`src/rtl/core/llm_pkg.sv`:
```
package llm_pkg;

  localparam int unsigned TimeWidth  = 32;
  localparam int unsigned CountWidth = 32;
  localparam int unsigned CfgWidth   = 16;

  // Configuration register indexes
  localparam logic CFG_DEADLINE = 1'b0;
  localparam logic CFG_WINDOW   = 1'b1;

  localparam logic [CfgWidth-1:0] WINDOW_RESET = 16'd1000;

  // Item commands
  localparam logic CMD_PASS  = 1'b0;
  localparam logic CMD_CLEAR = 1'b1;

  typedef struct packed {
    logic                  window_closed;
    logic [CountWidth-1:0] recent_count;
    logic [CountWidth-1:0] best_count;
    logic [CountWidth-1:0] worst_count;
    logic [TimeWidth-1:0]  worst_gap_ms;
    logic [CountWidth-1:0] missed_count;
  } stats_t;

endpackage

```
`src/rtl/core/llm_stats.sv`:
```
module llm_stats (
  input  logic                            clk,
  input  logic                            rst,
  input  logic                            step,
  input  logic                            command,
  input  logic [llm_pkg::TimeWidth-1:0]   now_ms,
  input  logic [llm_pkg::CfgWidth-1:0]    deadline_ms,
  input  logic [llm_pkg::CfgWidth-1:0]    window_ms,
  output llm_pkg::stats_t                 result
);
  import llm_pkg::*;

  logic [CountWidth-1:0] pass_count, pass_count_next;
  logic [CountWidth-1:0] recent_passes, recent_passes_next;
  logic [CountWidth-1:0] best_passes, best_passes_next;
  logic [CountWidth-1:0] worst_passes, worst_passes_next;
  logic [TimeWidth-1:0]  largest_gap, largest_gap_next;
  logic [CountWidth-1:0] misses, misses_next;
  logic [TimeWidth-1:0]  last_pass_time, last_pass_time_next;
  logic [TimeWidth-1:0]  window_start_time, window_start_time_next;

  logic [TimeWidth-1:0]  gap;
  logic [TimeWidth-1:0]  elapsed;
  logic [CountWidth-1:0] pass_inc;
  logic                  closing;

  assign gap      = now_ms - last_pass_time;
  assign elapsed  = now_ms - window_start_time;
  assign pass_inc = pass_count + CountWidth'(1);
  assign closing  = elapsed > TimeWidth'(window_ms);

  always_comb begin
    pass_count_next        = pass_count;
    recent_passes_next     = recent_passes;
    best_passes_next       = best_passes;
    worst_passes_next      = worst_passes;
    largest_gap_next       = largest_gap;
    misses_next            = misses;
    last_pass_time_next    = last_pass_time;
    window_start_time_next = window_start_time;
    result.window_closed   = 1'b0;
    if (command == CMD_CLEAR) begin
      pass_count_next        = '0;
      recent_passes_next     = '0;
      best_passes_next       = '0;
      worst_passes_next      = '1;
      misses_next            = '0;
      last_pass_time_next    = now_ms;
      window_start_time_next = now_ms;
    end else begin
      pass_count_next     = pass_inc;
      last_pass_time_next = now_ms;
      if (gap > largest_gap) begin
        largest_gap_next = gap;
      end
      // saturate the miss counter
      if ((deadline_ms != '0) && (gap > TimeWidth'(deadline_ms)) && (misses != '1)) begin
        misses_next = misses + CountWidth'(1);
      end
      if (closing) begin
        recent_passes_next     = pass_inc;
        pass_count_next        = '0;
        window_start_time_next = now_ms;
        result.window_closed   = 1'b1;
        if (pass_inc > best_passes) begin
          best_passes_next = pass_inc;
        end
        if (pass_inc < worst_passes) begin
          worst_passes_next = pass_inc;
        end
      end
    end
    result.recent_count = recent_passes_next;
    result.best_count   = best_passes_next;
    result.worst_count  = worst_passes_next;
    result.worst_gap_ms = largest_gap_next;
    result.missed_count = misses_next;
  end

  always_ff @(posedge clk) begin
    if (rst) begin
      pass_count        <= '0;
      recent_passes     <= '0;
      best_passes       <= '0;
      worst_passes      <= '1;
      largest_gap       <= '0;
      misses            <= '0;
      last_pass_time    <= '0;
      window_start_time <= '0;
    end else if (step) begin
      pass_count        <= pass_count_next;
      recent_passes     <= recent_passes_next;
      best_passes       <= best_passes_next;
      worst_passes      <= worst_passes_next;
      largest_gap       <= largest_gap_next;
      misses            <= misses_next;
      last_pass_time    <= last_pass_time_next;
      window_start_time <= window_start_time_next;
    end
  end

endmodule

```
`src/rtl/core/loop_load_monitor.sv`:
```
// Loop load monitor: each item is a loop pass (command 0) or a clear (command 1)
// stamped with a free-running millisecond time. One result item comes out per
// input item and reports the statistics after that item is applied. The block
// takes one item per clock unless out_ready holds it back: an input register
// feeds a single pass of subtract, compare and counter logic that loads the
// statistics and the result register together, and the item shows at
// out_valid. in_ready drops only while both the input register and
// the result register are full and out_ready is low. Configuration writes
// (index 0 deadline_ms, index 1 window_ms) take effect at once and do not clear
// the statistics; issue a clear item afterwards for a fresh start.
module loop_load_monitor (
  input  logic        clk,
  input  logic        rst,
  // configuration
  input  logic        cfg_write,
  input  logic        cfg_index,
  input  logic [15:0] cfg_data,
  // input items
  input  logic        in_valid,
  output logic        in_ready,
  input  logic        command,
  input  logic [31:0] now_ms,
  // result items
  output logic        out_valid,
  input  logic        out_ready,
  output logic        window_closed,
  output logic [31:0] recent_count,
  output logic [31:0] best_count,
  output logic [31:0] worst_count,
  output logic [31:0] worst_gap_ms,
  output logic [31:0] missed_count
);
  import llm_pkg::*;

  logic [CfgWidth-1:0]  deadline_ms;
  logic [CfgWidth-1:0]  window_ms;

  // input register
  logic                 in_q_valid;
  logic                 in_q_command;
  logic [TimeWidth-1:0] in_q_now;

  stats_t               step_result;
  stats_t               out_q;
  logic                 advance;

  // move the held item on when the result register is free or being emptied
  assign advance  = !out_valid || out_ready;
  assign in_ready = !in_q_valid || advance;

  always_ff @(posedge clk) begin
    if (rst) begin
      deadline_ms <= '0;
      window_ms   <= WINDOW_RESET;
    end else if (cfg_write) begin
      case (cfg_index)
        CFG_DEADLINE: deadline_ms <= cfg_data;
        CFG_WINDOW:   window_ms   <= cfg_data;
        default:      ;
      endcase
    end
  end

  // hold the accepted item until the statistics stage takes it
  always_ff @(posedge clk) begin
    if (rst) begin
      in_q_valid <= 1'b0;
    end else if (in_ready) begin
      in_q_valid <= in_valid;
    end
  end

  always_ff @(posedge clk) begin
    if (in_ready && in_valid) begin
      in_q_command <= command;
      in_q_now     <= now_ms;
    end
  end

  llm_stats u_stats (
    .clk         (clk),
    .rst         (rst),
    .step        (in_q_valid && advance),
    .command     (in_q_command),
    .now_ms      (in_q_now),
    .deadline_ms (deadline_ms),
    .window_ms   (window_ms),
    .result      (step_result)
  );

  // result register: load with the statistics after the item, drop when taken
  always_ff @(posedge clk) begin
    if (rst) begin
      out_valid <= 1'b0;
    end else if (advance) begin
      out_valid <= in_q_valid;
    end
  end

  always_ff @(posedge clk) begin
    if (advance && in_q_valid) begin
      out_q <= step_result;
    end
  end

  assign window_closed = out_q.window_closed;
  assign recent_count  = out_q.recent_count;
  assign best_count    = out_q.best_count;
  assign worst_count   = out_q.worst_count;
  assign worst_gap_ms  = out_q.worst_gap_ms;
  assign missed_count  = out_q.missed_count;

endmodule

```
`config.mk`:
```
export PLATFORM = sky130hd
export DESIGN_NAME = loop_load_monitor
export DESIGN_NICKNAME = d
export VERILOG_FILES = /design/src/rtl/core/llm_pkg.sv /design/src/rtl/core/llm_stats.sv /design/src/rtl/core/loop_load_monitor.sv
export SDC_FILE = /design/constraint.sdc
export NUM_CORES = 1
export LEC_CHECK = 0
export BUFFER_PORTS_ARGS = -buffer_cell sky130_fd_sc_hd__buf_2
export CAP_MARGIN = 20
export CORE_MARGIN = 2
export CORE_UTILIZATION = 30
export CTS_CLUSTER_DIAMETER = 40
export DETAILED_ROUTE_END_ITERATION = 10
export PLACE_DENSITY = 0.52
export SLEW_MARGIN = 20
export SYNTH_ARGS = -nofsm -noshare
export SYNTH_HDL_FRONTEND = slang
export SYNTH_SLANG_ARGS = --single-unit
```
`constraint.sdc`:
```
create_clock -name clk -period 6.9 [get_ports clk]
set_clock_uncertainty 0.2 [all_clocks]
set_input_delay 1.035 -clock clk [delete_from_list [all_inputs] [get_ports clk]]
set_output_delay 1.035 -clock clk [all_outputs]
set_load 0.1 [all_outputs]
```
==> results_dict.tcl, run 1 <==
set metrics [dict create \
    grt_start_max_net_pins 89 \
    dr.pass1.iters 5 \
    setup_viol 0 \
    numCtsBuffers 92 \
    synth_top_family_by_area "compound AO/OA/AOI/OAI gates" \
    ant_nets 0 \
    vias_per_cell 5.06 \
    postSynthCellCount 2980 \
    cp.required_ps 7280 \
    avgSynthCellArea_um2 9.11 \
    synth-compound-area-share_pct 17.3 \
    synth-xor-area-share_pct 2.60 \
    hold_buffers 0 \
    fmax_ghz 0.160 \
    reg2regPathDepth 25 \
    hold_depth 2 \
    drt-total-wl_um 79300 \
    grt_pass1_wl_um 123000 \
    status "finished clean" \
    period_needed_ps 6240 \
    maxCapViolCount 0 \
    arrival_ps 6620 \
    synthSimpleGateAreaFrac_pct 16.9 \
    p_leak_nw 13.0 \
    drt_iter0_drc 1351 \
    ys_warn_count 0 \
    holdCritPathClass "flop to flop" \
    cts.sink_count 484 \
    nFillCells 9175 \
    cts_resized 0 \
    gp_congestion 0.853 \
    ys_seq_elements 484 \
    drive_gt1_share_pct 15.4 \
    post_drt_wl_per_cell_um 17.8 \
    slew_violations 0 \
    clk_pin_slew_ps 50 \
    area_delta_synth_final_pct 21.3 \
    antenna_found_initial 2 \
    powerDensity_mw_per_mm2 288 \
    max-clock-path-buffers 3 \
    clk_latency_ps 660 \
    fin_tns_setup_ps 0 \
    dp_slack_ps 630 \
    synth_flop_cell "dfxtp_1" \
    die_h_um 305 \
    synth_fa_ha_area_share_pct 8.90 \
    critPathMaxFanout 75 \
    synthArstFlopShare_pct 0 \
    htree_levels 3 \
    drc 0 \
    tritoncts "yes" \
    cp-end-kind "flop" \
    ir_worst_vdd_mv 0.195 \
    diodes 0 \
    synthMuxAreaShare_pct 5.72 \
    num_io_pins 218 \
    rows 110 \
    core_area_mm2 0.0899 \
    final_common_cell "nand2_1" \
    gr-total-overflow 0 \
    setup_ws_ps 659 \
    tightestPinTransition_ps 1050 \
    ys_seq_area_share_pct 42.8 \
    fin_crit_sh_pct 90.4 \
    start_kind "flop" \
    syn-cell-area_mm2 0.0272 \
    netlist-cell-type-count 85 \
    portBuffers 217 \
    hold_viol_final 0 \
    root_buffer "clkbuf_16" \
    die_x_um 305 \
    synth_nets 3227 \
    start_util_pct 30.2 \
    grt_usage_pct 16.6 \
    crit_type "flop to flop" \
    cts_setup_buffers 0 \
    dpl.hpwl_um 55600 \
    grt_pass1_vias 21300 \
    layout_common_cells "nand2_1, dfxtp_1, inv_1" \
    rrSetupSlack_ps 660 \
    synth_edf_count 194 \
    rsz0062_at_grt "false" \
    final_net_count 3438 \
    vias 22500 \
    die_area_mm2 0.0929 \
    slew_headroom_pct 30.3 \
]
-- synth_stat cells (all sizes together), types with 48 or more instances --
library cell	instances	area share, %
nand2	427	5.9
dfxtp	290	21
inv	225	3.1
edfxtp	194	21
ha	190	8.8
a21oi	187	3.5
nor2	180	2.5
clkbuf	118	1.6
mux2i	118	4.3
o21ai	95	1.8
nand3	88	1.6
o211ai	61	1.7
a21o	60	1.7
a31oi	58	1.3
nor3	58	1.1
buf	49	1.0
nand4	48	1.1
-- flip-flops by register name (all words and copies together), names as in the netlist --
| signal | cells |
|---|---|
| u_stats.worst_passes | 32 |
| u_stats.best_passes | 32 |
| window_ms | 16 |
| best_count | 32 |
| u_stats.pass_count | 32 |
| u_stats.misses | 32 |
| worst_gap_ms | 32 |
| deadline_ms | 16 |
| recent_count | 32 |
| in_q_command | 1 |
| worst_count | 32 |
| u_stats.last_pass_time | 32 |
| missed_count | 32 |
| window_closed | 1 |
| u_stats.recent_passes | 32 |
| in_q_now | 32 |
| out_valid | 1 |
| u_stats.window_start_time | 32 |
| u_stats.largest_gap | 32 |
| in_q_valid | 1 |
-- cells by family (layout without fill, tap and decap cells) --
kind of cell               count (synthesis)  after routing
DFF                                      484            484
xor gates and xnor gates                  79             79
buffers and inverters                    392            683
and+or+nand+nor                          991            991
AOI/OAI and AO/OA                        691            691
adders and majority gates                192            192
muxes                                    151            151
-- power breakdown --
part	switching (mW)	internal, mW
Combinational	1.07	0.448
Clock	1.66	3.13
Sequential	0.0709	3.11
-- final timing paths --
| path | start | end |
|---|---|---|
| worst max register to register | in_q_now[0] | u_stats.best_passes[25] |
| worst min register to register | u_stats.last_pass_time[23] | u_stats.last_pass_time[23] |
| worst min-delay path | u_stats.last_pass_time[23] | u_stats.last_pass_time[23] |
| worst max-delay path | in_q_now[0] | u_stats.best_passes[25] |
-- layout make-up --
| type | count | area, µm² | area share, % |
|---|---|---|---|
| clock buffers | 108 | 2430 | 7.39 |
| clock inverters | 66 | 867 | 2.63 |
| inverters | 225 | 852 | 2.59 |
| multi-input cells | 2104 | 14000 | 42.6 |
| flip-flops and latches | 484 | 11600 | 35.3 |
| well taps | 1176 | 1470 | 4.47 |
| repair buffers | 284 | 1660 | 5.03 |
-- worst max-delay path, cell delays in order (launching register included) --
cell and delay, ps:
edfxtp_1 380, inv_1 120, ha_1 190, inv_1 60
fa_1 390, a21o_1 200, a221oi_2 350, o2bb2ai_1 210
nor2_1 180, o21ai_0 110, xor2_1 160, ha_1 280
nand2_1 100, nor3_1 60, a221o_1 280, a21oi_1 120
a22oi_1 110, a2111o_1 370, or4b_1 520, nor4_2 260
buf_4 280, buf_12 330, o21ai_1 140, a21oi_2 150
buf_4 380, a22o_1 200
-- per-stage QoR --
stage                     total power, mW  instance area (µm²)  cells  utilization (%)  hold slack [ps]
final                                9.48                32900   4447             36.7              253
after global routing                 9.88                32900   4447             36.7              266
after CTS                            9.59                32900   4447             36.7              254
after detailed placement             4.75                29600   4273             33.0              247
after global placement               4.75                29600   4273             33.0              243
after floorplan                      4.37                27200   2980                -              235
-- per-layer routing --
metal / wire length [µm] / global-route usage [%]
met5: 13 / 0
met2: 37400 / 27.4
met1: 36100 / 21.8
met3: 3900 / 3.16
met4: 1970 / 5.51
Power figures use the tool's default switching activity.
==> run 2: changes to the inputs <==
==> constraint.sdc (replaced) <==
create_clock -name clk -period 5.1 [get_ports clk]
set_clock_uncertainty 0.2 [all_clocks]
set_input_delay 0.765 -clock clk [delete_from_list [all_inputs] [get_ports clk]]
set_output_delay 0.765 -clock clk [all_outputs]
set_load 0.1 [all_outputs]
==> run 2 against run 1 <==
  * The run now ends with negative setup slack left
  * Clock power rose by 31%
  * Non-clock buffer count rose by 334
  * Final cell count rose by 7.4%
  * Hold slack got worse by 180 ps
  * Core utilization rose by 5.3 points
  * Via count rose by 6.8%
  * Critical path depth did not move
  * Largest cell class unchanged
  * Largest power group unchanged
==> results_dict.tcl, run 2 (synthesis results as in run 1) <==
set metrics [dict create \
    final_common_cell "nand2_1" \
    regArea_mm2 0.0116 \
    cp_top_family "compound AO/OA/AOI/OAI gates" \
    gr-total-overflow 0 \
    fin_crit_sh_pct 108 \
    crit_start "in_q_now[0]" \
    p_sw_share_pct 30.5 \
    rsz0062_at_grt "true" \
    grt_start_max_net_pins 132 \
    num_io_pins 218 \
    numCtsBuffers 90 \
    powerDensity_mw_per_mm2 348 \
    portBuffers 217 \
    multi_input_area_mm2 0.0153 \
    start_util_pct 30.2 \
    slowest_delay_ps 510 \
    cp.required_ps 5370 \
    r2r_start "in_q_now[0]" \
    slew_headroom_pct 31.9 \
    setup_viol 299 \
    drc 0 \
    root_buffer "clkbuf_16" \
    diodes 0 \
    share_comb_of_total_power_pct 19.2 \
    violations "negative setup slack" \
    clk_latency_ps 670 \
    layout_common_cells "nand2_1, buf_4, dfxtp_1" \
    tightestPinTransition_ps 1020 \
    hold_depth 1 \
    rows 110 \
    fin_cells 4777 \
    core_area_mm2 0.0899 \
    gp_congestion 0.843 \
    clk_pin_slew_ps 60 \
    path_buf_inv 7 \
    power_frac_clock_pct 48.0 \
    die_area_mm2 0.0929 \
    drive_gt1_share_pct 28.2 \
    slew_violations 0 \
    crit_type "flop to flop" \
    hold_viol_final 0 \
    ant_nets 0 \
    cp_slowest_cell "or4b_4" \
    drt-total-wl_um 86500 \
    ir_worst_vdd_mv 0.296 \
    grt_usage_pct 18.2 \
    vias 24000 \
    drt_iter0_drc 1462 \
    max-clock-path-buffers 3 \
    pwr-share-seq_pct 32.8 \
    rrSetupSlack_ps -400 \
    hold_buffers 0 \
    holdCritPathClass "input pin to flop" \
    htree_levels 3 \
    die_h_um 305 \
    setup_ws_ps -402 \
    arrival_ps 5780 \
    nFillCells 8763 \
    hold_end "in_q_now[24]" \
    fin_tns_setup_ps -78230 \
    status "finished with violations" \
    antenna_found_initial 2 \
    cp-end-kind "flop" \
    vias_per_cell 5.03 \
    tritoncts "yes" \
    grt_pass1_wl_um 134000 \
    reg2regPathDepth 25 \
    worstHoldStart "now_ms[24]" \
    worst_r2r_endpoint "best_count[17]" \
    grt_pass1_vias 23300 \
    post_drt_wl_per_cell_um 18.1 \
    fmax_ghz 0.182 \
    dr.pass1.iters 5 \
    internal_power_mw 9.11 \
    dpl.hpwl_um 59100 \
    critPathMaxFanout 8 \
    area_delta_synth_final_pct 38.8 \
    cts.sink_count 484 \
    p_switching_mw 4.00 \
    final_net_count 3770 \
    die_x_um 305 \
    maxCapViolCount 0 \
    p_leak_nw 15.1 \
    period_needed_ps 5500 \
    place_inst 4522 \
    start_kind "flop" \
]
==> run 2: changes by cell type in the layout (fill, tap and decap cells not counted), moves of 15 or more <==
| cell | before | now |
|---|---|---|
| buf_12 | 5 | 38 |
| buf_16 | 0 | 15 |
| buf_4 | 62 | 295 |
| buf_6 | 1 | 34 |
| mux2_2 | 33 | 12 |
| mux2_4 | 0 | 21 |
| mux2i_1 | 118 | 102 |
| nand3_1 | 88 | 60 |
| nand3_2 | 0 | 23 |
| nor2_1 | 175 | 153 |
| o21ai_0 | 91 | 69 |
| o21ai_2 | 0 | 15 |
==> run 2: cell type report <==
cell class | count | area share [%]
sequential | 484 | 30.9
multi-input combinational | 2104 | 40.5
inverter | 225 | 2.26
timing repair buffer | 618 | 13.8
clock inverter | 69 | 2.22
clock buffer | 101 | 6.39
tap | 1176 | 3.90
==> run 2: how the worst max path moves through the flow <==
stage	cells past startpoint	endpoint	slack, ps
floorplan	25	worst_count[26]	-60
global placement	25	worst_count[29]	-490
detailed placement	26	worst_count[8]	-610
CTS	25	worst_count[30]	-410
global route	26	recent_count[9]	-640
finish	25	best_count[17]	-400
==> run 2: through the flow <==
| stage | hold slack [ps] | power, mW | area [µm²] | utilization [%] | worst slack [ps] |
|---|---|---|---|---|---|
| after CTS | 20.1 | 13.2 | 37100 | 41.2 | -407 |
| after global routing | 43.7 | 13.7 | 37700 | 41.9 | -637 |
| after detailed placement | 247 | 6.68 | 31700 | 35.3 | -606 |
| after global placement | 242 | 6.68 | 31700 | 35.3 | -493 |
| final | 77.2 | 13.1 | 37700 | 41.9 | -402 |
| after floorplan | 235 | 5.91 | 27200 | - | -62.4 |
==> run 2: repair_timing <==
| action | 4_1_cts | 5_1_grt |
|---|---|---|
| pin swaps | 95 | 49 |
| gates cloned | 30 | 4 |
| setup buffers | 43 | 34 |
| endpoints found under the setup margin | 368 | 384 |
| resized for setup | 246 | 127 |
==> run 2: routing by layer <==
metal / track usage (%) / routed length [µm] / part of all wire [%] / up-vias
met5: 0 / 7 / 0.0081 / -
met4: 6.47 / 2510 / 2.9 / 2
met3: 3.05 / 3760 / 4.3 / 135
met2: 29.5 / 40100 / 46 / 500
met1: 24.4 / 40100 / 46 / 11500
li1: - / - / - / 11900
==> run 2: power by group through the flow <==
stage	Clock [mW]	Combinational [mW]	Sequential, mW
after global routing	6.61	2.73	4.31
after detailed placement	0	2.31	4.37
after global placement	0	2.30	4.38
after floorplan	0	1.08	4.83
final	6.29	2.52	4.30
after CTS	6.42	2.46	4.30
